===== config.mk =====
export PLATFORM = sky130hd
export DESIGN_NAME = media_packet_to_flv_tag_framer
export DESIGN_NICKNAME = d
export VERILOG_FILES = /design/src/hw/rtl/mpfv_pkg.sv /design/src/hw/rtl/mpfv_in_reg.sv /design/src/hw/rtl/mpfv_core.sv /design/src/hw/rtl/mpfv_emit.sv /design/src/hw/rtl/media_packet_to_flv_tag_framer.sv
export SDC_FILE = /design/constraint.sdc
export NUM_CORES = 1
export LEC_CHECK = 0
export BUFFER_PORTS_ARGS = -buffer_cell sky130_fd_sc_hd__buf_4
export CORE_MARGIN = 10
export CORE_UTILIZATION = 50
export CTS_BUF_LIST = sky130_fd_sc_hd__clkbuf_4
export CTS_CLUSTER_DIAMETER = 50
export DETAILED_ROUTE_END_ITERATION = 8
export PLACE_DENSITY_LB_ADDON = 0.12
export SKIP_LAST_GASP = 1
export SLEW_MARGIN = 30
export SYNTH_ARGS = -nofsm -noshare
export SYNTH_HDL_FRONTEND = slang
export SYNTH_SLANG_ARGS = --single-unit

===== constraint.sdc =====
create_clock -name aclk -period 19.75 [get_ports aclk]
set_input_delay 3.95 -clock aclk [delete_from_list [all_inputs] [get_ports aclk]]
set_output_delay 3.95 -clock aclk [all_outputs]
set_load 0.01 [all_outputs]

===== src/hw/rtl/mpfv_pkg.sv =====
// ----------------------------------------------------------------------------
// mpfv_pkg
// Types and constants of the media packet to FLV tag framer.
// ----------------------------------------------------------------------------
package mpfv_pkg;

    localparam logic OP_START = 1'b0;
    localparam logic OP_BYTE  = 1'b1;

    localparam logic [7:0] TYPE_AUDIO     = 8'h08;
    localparam logic [7:0] TYPE_VIDEO     = 8'h09;
    localparam logic [7:0] TYPE_METADATA  = 8'h12;
    localparam logic [7:0] TYPE_AGGREGATE = 8'h16;

    localparam logic [1:0] KIND_TAG  = 2'd0;
    localparam logic [1:0] KIND_PASS = 2'd1;
    localparam logic [1:0] KIND_AGG  = 2'd2;
    localparam logic [1:0] KIND_DROP = 2'd3;

    localparam logic [1:0] ST_OK      = 2'd0;
    localparam logic [1:0] ST_SMALL   = 2'd1;
    localparam logic [1:0] ST_CORRUPT = 2'd2;

    localparam int TAG_HDR_LEN = 11;
    localparam int MAX_RESULTS = 15;
    // wide enough for offset + header + 24-bit data size + trailing size
    localparam int AGG_SUM_W   = 27;

    typedef struct packed {
        logic        op;
        logic [7:0]  packet_type;
        logic [23:0] body_length;
        logic [31:0] pkt_timestamp;
        logic [7:0]  data_byte;
    } in_item_t;

    typedef struct packed {
        logic [3:0]                   count;
        logic [MAX_RESULTS-1:0][7:0]  bytes;
        logic                         status_only;
        logic [1:0]                   status;
        logic                         done;
        logic [31:0]                  ts;
    } burst_t;

endpackage


===== src/hw/rtl/mpfv_in_reg.sv =====
// ----------------------------------------------------------------------------
// mpfv_in_reg
// Input register stage: holds one accepted request until the core takes it.
// ----------------------------------------------------------------------------
module mpfv_in_reg (
    input  logic              aclk,
    input  logic              aresetn,
    input  logic              s_valid,
    output logic              s_ready,
    input  mpfv_pkg::in_item_t s_item,
    input  logic              advance,
    output logic              item_valid,
    output mpfv_pkg::in_item_t item
);
    import mpfv_pkg::*;

    logic     valid_reg;
    in_item_t item_reg;

    assign s_ready    = !valid_reg || advance;
    assign item_valid = valid_reg;
    assign item       = item_reg;

    always_ff @(posedge aclk) begin
        if (!aresetn) begin
            valid_reg <= 1'b0;
        end else if (s_valid && s_ready) begin
            valid_reg <= 1'b1;
        end else if (advance) begin
            valid_reg <= 1'b0;
        end
    end

    always_ff @(posedge aclk) begin
        if (s_valid && s_ready) begin
            item_reg <= s_item;
        end
    end

endmodule


===== src/hw/rtl/mpfv_core.sv =====
// ----------------------------------------------------------------------------
// mpfv_core
// Packet state and per-request framing logic; builds the result burst.
// ----------------------------------------------------------------------------
module mpfv_core #(
    parameter int LENGTH_BITS = 24
) (
    input  logic               aclk,
    input  logic               aresetn,
    input  logic               advance,
    input  mpfv_pkg::in_item_t item,
    output mpfv_pkg::burst_t   burst
);
    import mpfv_pkg::*;

    localparam int LW = LENGTH_BITS;
    localparam int SW = AGG_SUM_W;

    logic          in_packet_reg, in_packet_next;
    logic [1:0]    kind_reg, kind_next;
    logic [LW-1:0] pos_reg, pos_next;
    logic [LW-1:0] total_reg, total_next;
    logic [LW-1:0] start_reg, start_next;
    logic [23:0]   size_reg, size_next;
    logic [23:0]   gather_reg, gather_next;
    logic [31:0]   running_ts_reg, running_ts_next;
    logic          corrupt_reg, corrupt_next;

    logic [LW-1:0] len_v;
    logic [23:0]   len24;
    logic [LW:0]   pos_inc;
    logic          last_v;
    logic [LW-1:0] rel_v;
    logic [SW-1:0] start_w, total_w, rel_w, size_w, d_w, k_w, nx_w;
    logic [31:0]   d32, tag_size32;
    logic [31:0]   ts_v;
    logic [7:0]    db;
    logic [7:0]    size_byte;
    logic          is_drop;

    assign len_v      = item.body_length[LW-1:0];
    assign len24      = 24'(len_v);
    assign ts_v       = item.pkt_timestamp;
    assign db         = item.data_byte;
    assign pos_inc    = {1'b0, pos_reg} + {{LW{1'b0}}, 1'b1};
    assign last_v     = pos_inc >= {1'b0, total_reg};
    assign rel_v      = pos_reg - start_reg;
    assign start_w    = SW'(start_reg);
    assign total_w    = SW'(total_reg);
    assign rel_w      = SW'(rel_v);
    assign size_w     = SW'(size_reg);
    assign d_w        = size_w + SW'(TAG_HDR_LEN);
    assign k_w        = rel_w - d_w;
    assign nx_w       = start_w + d_w + SW'(4);
    assign d32        = 32'(d_w);
    assign tag_size32 = 32'(total_reg) + 32'(TAG_HDR_LEN);
    assign is_drop    = (item.packet_type == TYPE_VIDEO && len_v <= LW'(5))
                     || (item.packet_type == TYPE_AUDIO && len_v <= LW'(1));

    // pick the byte of the rewritten sub-tag size, most significant first
    always_comb begin
        unique case (k_w[1:0])
            2'd0:    size_byte = d32[31:24];
            2'd1:    size_byte = d32[23:16];
            2'd2:    size_byte = d32[15:8];
            default: size_byte = d32[7:0];
        endcase
    end

    always_comb begin
        in_packet_next  = in_packet_reg;
        kind_next       = kind_reg;
        pos_next        = pos_reg;
        total_next      = total_reg;
        start_next      = start_reg;
        size_next       = size_reg;
        gather_next     = gather_reg;
        running_ts_next = running_ts_reg;
        corrupt_next    = corrupt_reg;
        burst           = '0;

        if (item.op == OP_START) begin
            in_packet_next = 1'b0;
            corrupt_next   = 1'b0;
            pos_next       = '0;
            total_next     = len_v;
            start_next     = '0;
            size_next      = '0;
            gather_next    = '0;
            if (is_drop) begin
                kind_next         = KIND_DROP;
                in_packet_next    = len_v != '0;
                burst.count       = 4'd1;
                burst.status_only = 1'b1;
                burst.status      = ST_SMALL;
                burst.done        = 1'b1;
            end else if (item.packet_type == TYPE_AUDIO || item.packet_type == TYPE_VIDEO
                         || item.packet_type == TYPE_METADATA) begin
                kind_next       = KIND_TAG;
                running_ts_next = ts_v;
                burst.bytes[0]  = item.packet_type;
                burst.bytes[1]  = len24[23:16];
                burst.bytes[2]  = len24[15:8];
                burst.bytes[3]  = len24[7:0];
                burst.bytes[4]  = ts_v[23:16];
                burst.bytes[5]  = ts_v[15:8];
                burst.bytes[6]  = ts_v[7:0];
                burst.bytes[7]  = ts_v[31:24];
                if (len_v == '0) begin
                    // empty body: previous-tag size is the bare header
                    burst.bytes[14] = 8'(TAG_HDR_LEN);
                    burst.count     = 4'(MAX_RESULTS);
                    burst.done      = 1'b1;
                end else begin
                    burst.count    = 4'(TAG_HDR_LEN);
                    in_packet_next = 1'b1;
                end
            end else if (item.packet_type == TYPE_AGGREGATE) begin
                kind_next = KIND_AGG;
                if (len_v == '0) begin
                    burst.count       = 4'd1;
                    burst.status_only = 1'b1;
                    burst.status      = ST_OK;
                    burst.done        = 1'b1;
                end else begin
                    in_packet_next = 1'b1;
                end
            end else begin
                kind_next = KIND_PASS;
                if (len_v == '0) begin
                    burst.count = 4'd4;
                    burst.done  = 1'b1;
                end else begin
                    in_packet_next = 1'b1;
                end
            end
        end else if (in_packet_reg) begin
            pos_next = pos_inc[LW-1:0];
            unique case (kind_reg)
                KIND_TAG: begin
                    burst.bytes[0] = db;
                    burst.bytes[1] = tag_size32[31:24];
                    burst.bytes[2] = tag_size32[23:16];
                    burst.bytes[3] = tag_size32[15:8];
                    burst.bytes[4] = tag_size32[7:0];
                    burst.count    = last_v ? 4'd5 : 4'd1;
                end
                KIND_PASS: begin
                    burst.bytes[0] = db;
                    burst.count    = last_v ? 4'd5 : 4'd1;
                end
                KIND_AGG: begin
                    priority if (corrupt_reg) begin
                        burst.count = 4'd0;
                    end else if (!(start_w + SW'(TAG_HDR_LEN) < total_w)
                                 || pos_reg < start_reg) begin
                        // outside the scanned part: pass through
                        burst.bytes[0] = db;
                        burst.count    = 4'd1;
                    end else if (rel_w >= SW'(1) && rel_w <= SW'(3)) begin
                        size_next      = (rel_w == SW'(1)) ? 24'(db) : {size_reg[15:0], db};
                        burst.bytes[0] = db;
                        burst.count    = 4'd1;
                    end else if (rel_w >= SW'(4) && rel_w <= SW'(6)) begin
                        gather_next    = (rel_w == SW'(4)) ? 24'(db)
                                                           : {gather_reg[15:0], db};
                        burst.bytes[0] = db;
                        burst.count    = 4'd1;
                    end else if (rel_w == SW'(7)) begin
                        running_ts_next = {db, gather_reg};
                        if (start_w + d_w > total_w) begin
                            corrupt_next      = 1'b1;
                            burst.count       = 4'd1;
                            burst.status_only = 1'b1;
                            burst.status      = ST_CORRUPT;
                            burst.done        = 1'b1;
                        end else begin
                            burst.bytes[0] = db;
                            burst.count    = 4'd1;
                        end
                    end else if (rel_w < SW'(TAG_HDR_LEN)) begin
                        burst.bytes[0] = db;
                        burst.count    = 4'd1;
                    end else if (nx_w <= total_w) begin
                        // trailing size fits: rewrite it
                        burst.bytes[0] = (rel_w < d_w) ? db : size_byte;
                        burst.count    = 4'd1;
                        if (rel_w >= d_w && k_w >= SW'(3)) begin
                            start_next = (nx_w > total_w) ? total_reg : nx_w[LW-1:0];
                        end
                    end else if (rel_w < d_w) begin
                        // size missing: append it after the last data byte
                        burst.bytes[0] = db;
                        burst.bytes[1] = d32[31:24];
                        burst.bytes[2] = d32[23:16];
                        burst.bytes[3] = d32[15:8];
                        burst.bytes[4] = d32[7:0];
                        burst.count    = last_v ? 4'd5 : 4'd1;
                    end else begin
                        // drop stray bytes, append size on the last one
                        burst.bytes[0] = d32[31:24];
                        burst.bytes[1] = d32[23:16];
                        burst.bytes[2] = d32[15:8];
                        burst.bytes[3] = d32[7:0];
                        burst.count    = last_v ? 4'd4 : 4'd0;
                    end
                end
                default: begin
                    burst.count = 4'd0;
                end
            endcase
            if (last_v) begin
                in_packet_next = 1'b0;
                if (burst.count != 4'd0) begin
                    burst.done = 1'b1;
                end
            end
        end
        burst.ts = running_ts_next;
    end

    always_ff @(posedge aclk) begin
        if (!aresetn) begin
            in_packet_reg  <= 1'b0;
            kind_reg       <= KIND_TAG;
            pos_reg        <= '0;
            total_reg      <= '0;
            start_reg      <= '0;
            size_reg       <= '0;
            gather_reg     <= '0;
            running_ts_reg <= '0;
            corrupt_reg    <= 1'b0;
        end else if (advance) begin
            in_packet_reg  <= in_packet_next;
            kind_reg       <= kind_next;
            pos_reg        <= pos_next;
            total_reg      <= total_next;
            start_reg      <= start_next;
            size_reg       <= size_next;
            gather_reg     <= gather_next;
            running_ts_reg <= running_ts_next;
            corrupt_reg    <= corrupt_next;
        end
    end

endmodule


===== src/hw/rtl/mpfv_emit.sv =====
// ----------------------------------------------------------------------------
// mpfv_emit
// Result register: holds one burst and shifts it out one result per cycle while m_ready is high.
// ----------------------------------------------------------------------------
module mpfv_emit (
    input  logic             aclk,
    input  logic             aresetn,
    input  logic             advance,
    input  mpfv_pkg::burst_t burst,
    output logic             can_load,
    output logic             m_valid,
    input  logic             m_ready,
    output logic [7:0]       m_out_byte,
    output logic             m_byte_valid,
    output logic             m_last_of_run,
    output logic             m_packet_done,
    output logic [1:0]       m_status,
    output logic [31:0]      m_ts_out
);
    import mpfv_pkg::*;

    logic [MAX_RESULTS-1:0][7:0] bytes_reg;
    logic [3:0]                  rem_reg;
    logic                        status_only_reg;
    logic [1:0]                  status_reg;
    logic                        done_reg;
    logic [31:0]                 ts_reg;
    logic                        take;
    logic                        load;

    assign take     = m_valid && m_ready;
    assign can_load = (rem_reg == 4'd0) || (take && rem_reg == 4'd1);
    assign load     = advance && burst.count != 4'd0;

    assign m_valid       = rem_reg != 4'd0;
    assign m_out_byte    = bytes_reg[0];
    assign m_byte_valid  = !status_only_reg;
    assign m_status      = status_reg;
    assign m_last_of_run = rem_reg == 4'd1;
    assign m_packet_done = (rem_reg == 4'd1) && done_reg;
    assign m_ts_out      = ts_reg;

    always_ff @(posedge aclk) begin
        if (!aresetn) begin
            rem_reg <= 4'd0;
        end else if (load) begin
            rem_reg <= burst.count;
        end else if (take) begin
            rem_reg <= rem_reg - 4'd1;
        end
    end

    always_ff @(posedge aclk) begin
        if (load) begin
            bytes_reg       <= burst.bytes;
            status_only_reg <= burst.status_only;
            status_reg      <= burst.status;
            done_reg        <= burst.done;
            ts_reg          <= burst.ts;
        end else if (take) begin
            // advance to the next result
            bytes_reg <= {8'h00, bytes_reg[MAX_RESULTS-1:1]};
        end
    end

endmodule


===== src/hw/rtl/media_packet_to_flv_tag_framer.sv =====
// A request is registered in the input stage, then its burst is loaded into
// the result register, which presents its first result; a busy result register
// stalls the load. Throughput: one result per cycle while m_ready is high; a
// one-result body byte request is then taken every cycle, one with more results
// holds the input until its results drain (at most 15, a tag header with empty
// body). Reset: aresetn, synchronous, active low, clears packet state and both valid stages.
// ----------------------------------------------------------------------------
// media_packet_to_flv_tag_framer
// Frames streamed media packets as FLV tags with header and trailing size.
// ----------------------------------------------------------------------------
module media_packet_to_flv_tag_framer #(
    parameter int LENGTH_BITS = 24
) (
    input  logic        aclk,
    input  logic        aresetn,
    input  logic        s_valid,
    output logic        s_ready,
    input  logic        s_op,
    input  logic [7:0]  s_packet_type,
    input  logic [23:0] s_body_length,
    input  logic [31:0] s_pkt_timestamp,
    input  logic [7:0]  s_data_byte,
    output logic        m_valid,
    input  logic        m_ready,
    output logic [7:0]  m_out_byte,
    output logic        m_byte_valid,
    output logic        m_last_of_run,
    output logic        m_packet_done,
    output logic [1:0]  m_status,
    output logic [31:0] m_ts_out
);
    import mpfv_pkg::*;

    in_item_t s_item;
    in_item_t item;
    logic     item_valid;
    logic     can_load;
    logic     advance;
    burst_t   burst;

    assign s_item.op            = s_op;
    assign s_item.packet_type   = s_packet_type;
    assign s_item.body_length   = s_body_length;
    assign s_item.pkt_timestamp = s_pkt_timestamp;
    assign s_item.data_byte     = s_data_byte;

    assign advance = item_valid && can_load;

    mpfv_in_reg u_in_reg (
        .aclk       (aclk),
        .aresetn    (aresetn),
        .s_valid    (s_valid),
        .s_ready    (s_ready),
        .s_item     (s_item),
        .advance    (advance),
        .item_valid (item_valid),
        .item       (item)
    );

    mpfv_core #(
        .LENGTH_BITS (LENGTH_BITS)
    ) u_core (
        .aclk    (aclk),
        .aresetn (aresetn),
        .advance (advance),
        .item    (item),
        .burst   (burst)
    );

    mpfv_emit u_emit (
        .aclk          (aclk),
        .aresetn       (aresetn),
        .advance       (advance),
        .burst         (burst),
        .can_load      (can_load),
        .m_valid       (m_valid),
        .m_ready       (m_ready),
        .m_out_byte    (m_out_byte),
        .m_byte_valid  (m_byte_valid),
        .m_last_of_run (m_last_of_run),
        .m_packet_done (m_packet_done),
        .m_status      (m_status),
        .m_ts_out      (m_ts_out)
    );

endmodule


==> metrics.md <==
| Metric | Value |
|---|---|
| Hold_sp | `u_emit.bytes_reg[83]` |
| Drt drc | `0` |
| Vias post-DR | `roughly 22000` |
| Min Hold Slack | `between 400 and 500 ps` |
| Max capacitance violation total | `0` |
| Final core occ | `56.1%` |
| Synth area leader | `edfxtp_1` |
| # resized after CTS | `0` |
| Setup TNS | `0 ps` |
| Die Span Y | `~240 um` |
| CTS tree | `built` |
| Antenna violations before repair | `2` |
| Grt ovf | `0` |
| Num rows | `80` |
| Post-route ant nets | `0` |
| Worst clock skew | `79.3 ps` |
| Yosys cell types | `about 110` |
| Post-CTS Setup Repair Bufs | `0` |
| Critical Path RT | `20190 ps` |
| Critical Path Slowest Stage Cell | `nand2_4` |
| RSZ-0062 raised after global routing | `no` |
| Clock latency at the later pin of the worst-skew pair | `~840 ps` |
| Core ar. | `~0.048 mm^2` |
| Die width | `~240 um` |
| CTS H-tree lvls | `3` |
| Cts hold-fix bufs | `0` |
| # nets final | `just over 3000` |
| DR WL/cell | `24.9 um` |
| Worst path bufs/invs | `3` |
| CTS max path bufs | `3` |
| CTS Sinks | `about 340` |
| Final hold vios | `0` |
| Largest net degree at the start of global routing | `94` |
| Layout overhead on the synthesized area | `10.7%` |
| Setup-failing EPs final | `0` |
| Worst-Margin Slew | `about 960 ps` |
| Placed cell areas | `between 0.02 and 0.03 mm^2` |
| WP data arrival | `between 9000 and 10000 ps` |
| Crit Path Class | `flop to flop` |
| Routed WL | `88.3 mm` |
| Levels on crit path | `31` |
| CTS clk-pin slew, worst paths | `around 70 ps` |
| Drt pass-1 iters | `7` |
| Post-detail-place hpwl | `about 68 mm` |
| Io pins | `124` |
| CP max stage delay | `around 530 ps` |
| Initial Util | `between 50% and 60%` |
| Most used DFF post-synth | `edfxtp_1` |
| CTS root buf | `clkbuf_4` |
| Reg-to-Reg Start | `u_core.size_reg[0]` |
| Final Max Tran Viols | `0` |
| Total CTS buffers | `90` |
| Placer Congestion | `approximately 1.1` |
| Worst-case reg-to-reg path depth | `31` |
| Final Cycle Share | `46.4%` |
| Top cells by area, synth | `edfxtp_1 22%, dfxtp_1 14%, ha_1 9.2%` |
| Slew margin rel. | `35.8%` |
| Number of global-route vias before repair | `between 20000 and 25000` |
| Fill cell instance count of the final layout | `~4400` |
| Crit path launch | `u_core.size_reg[0]` |
| Design Area, Final | `~0.027 mm^2` |
| Sequential share of the synthesized area | `35.4%` |
| EDFF count, synth | `~170` |
| Outcome | `completed` |
| GRT Overall Usage | `around 30%` |
| Fmax | `~110 MHz` |
| Buffers on Ports | `between 100 and 150` |
| FFs w/ async S/R, synth | `0%` |
| Period minus WS final | `~9200 ps` |
| Mapped Area | `0.0242 mm^2` |
| Crit-path max FO | `55` |
| Crit. End Element | `flop` |
| Layout cells sized above 1 | `a little over an eighth` |
| Seq cells post-synth | `approximately 340` |
| Total die area | `0.0576 mm^2` |
| Avg Synthesized Cell Area | `roughly 9 um^2` |
| Crit-path leading delay family | `simple AND/OR/NAND/NOR gates` |
| Synth top area share | `between 20 and 25%` |
| DR vias/cell | `~6.3` |
| Syn Nets | `3007` |
| Hold path cells | `2` |
| Cells after Synth | `about 2800` |
| First-pass GRT wire length | `131 mm` |
| HP Class | `flop to flop` |
| Startpoint Class | `flop` |
| Initial DRC count | `about 2200` |
| Max reg flops | `73` |
| Ys Warns | `0` |
Yosys cell counts (11+ instances only):
| master | number |
|---|---|
| nand4_1 | 47 |
| o21ai_0 | 108 |
| dfxtp_1 | 167 |
| nor2b_1 | 40 |
| nand2b_1 | 23 |
| a32o_1 | 21 |
| o211ai_1 | 36 |
| and2_1 | 33 |
| a21boi_1 | 20 |
| a21boi_0 | 84 |
| xnor2_1 | 105 |
| nor2_1 | 141 |
| inv_1 | 152 |
| o32a_1 | 11 |
| and3_1 | 46 |
| and4_1 | 18 |
| xor2_1 | 43 |
| nand2_1 | 352 |
| clkbuf_1 | 110 |
| mux2i_1 | 48 |
| or3_1 | 12 |
| o31ai_1 | 18 |
| or2_2 | 18 |
| a21o_1 | 42 |
| a211oi_1 | 17 |
| a31o_1 | 14 |
| nor4_1 | 17 |
| o21a_1 | 17 |
| a211o_1 | 36 |
| a31oi_1 | 20 |
| nor3_1 | 36 |
| a21boi_2 | 12 |
| a21oi_1 | 153 |
| edfxtp_1 | 174 |
| buf_2 | 16 |
| o22ai_1 | 42 |
| ha_1 | 177 |
| buf_4 | 14 |
| a22oi_1 | 30 |
| nand3_1 | 106 |
kinds of logic after synthesis:
group	synth area share [%]
AND/OR/NAND/NOR	18.7
AO/OA/AOI/OAI	23.6
flip-flops	35.4
buffers and inverters	5.33
adder cells (fa/ha/maj)	9.44
XOR/XNOR	5.36
multiplexers	2.17
layout by cell type (no fill, tap or decap), drive strengths merged, types with 20 or more instances in the layout:
| master | n |
|---|---|
| dfxtp | 167 |
| nor2 | 141 |
| a32o | 21 |
| nand2b | 23 |
| a21oi | 154 |
| inv | 159 |
| nor3 | 37 |
| nor2b | 40 |
| nand4 | 47 |
| edfxtp | 174 |
| and2 | 34 |
| mux2i | 48 |
| nand2 | 353 |
| clkinv | 25 |
| o211ai | 36 |
| o21ai | 116 |
| clkbuf | 134 |
| a21boi | 116 |
| nand3 | 107 |
| ha | 177 |
| a31oi | 20 |
| buf | 174 |
| xor2 | 43 |
| and3 | 47 |
| a211o | 36 |
| a21o | 42 |
| a22oi | 30 |
| o22ai | 42 |
| xnor2 | 105 |
through the flow:
step,setup slack [ps],std cells
after global routing,10080,3551
after global placement,10630,3382
after floorplan,11430,2750
final,10580,3551
after CTS,10440,3547
after detailed placement,10460,3382
final cells by class:
| type | count | area [um^2] | share of cell area, % |
|---|---|---|---|
| antenna | 2 | 5.00 | 0.0187 |
| clock buffer | 134 | 1010 | 3.76 |
| multi-input combinational | 2100 | 14400 | 53.7 |
| inverter | 154 | 581 | 2.17 |
| clock inverter | 31 | 151 | 0.565 |
| timing repair buffer | 174 | 1320 | 4.92 |
| sequential | 341 | 8570 | 32.0 |
| tap | 615 | 769 | 2.87 |
per-layer routing:
| metal | routed length (um) | global-route usage [%] | vias to the layer above |
|---|---|---|---|
| met5 | 0 | 0 | - |
| met4 | 4670 | 15.4 | 0 |
| met3 | 5910 | 5.64 | 220 |
| met2 | 41300 | 49.0 | 894 |
| met1 | 36400 | 37.2 | 10700 |
| li1 | - | - | 10400 |
worst min-delay path: cells and delay by family (launching register included):
| kind | cells | cell delay (ps) |
|---|---|---|
| DFF | 1 | 310 |
| and+or+nand+nor | 1 | 50 |
| AOI/OAI and AO/OA | 1 | 50 |
worst paths after layout:
check                               to  slack (ps)
hold reg to reg   u_emit.bytes_reg[75]         450
hold / removal    u_emit.bytes_reg[75]         450
setup / recovery  u_emit.bytes_reg[32]       10580
setup reg to reg  u_emit.bytes_reg[32]       10580
Power is not shown: default switching activity piles up to over one toggle a cycle in this logic, so the estimate is an artifact.
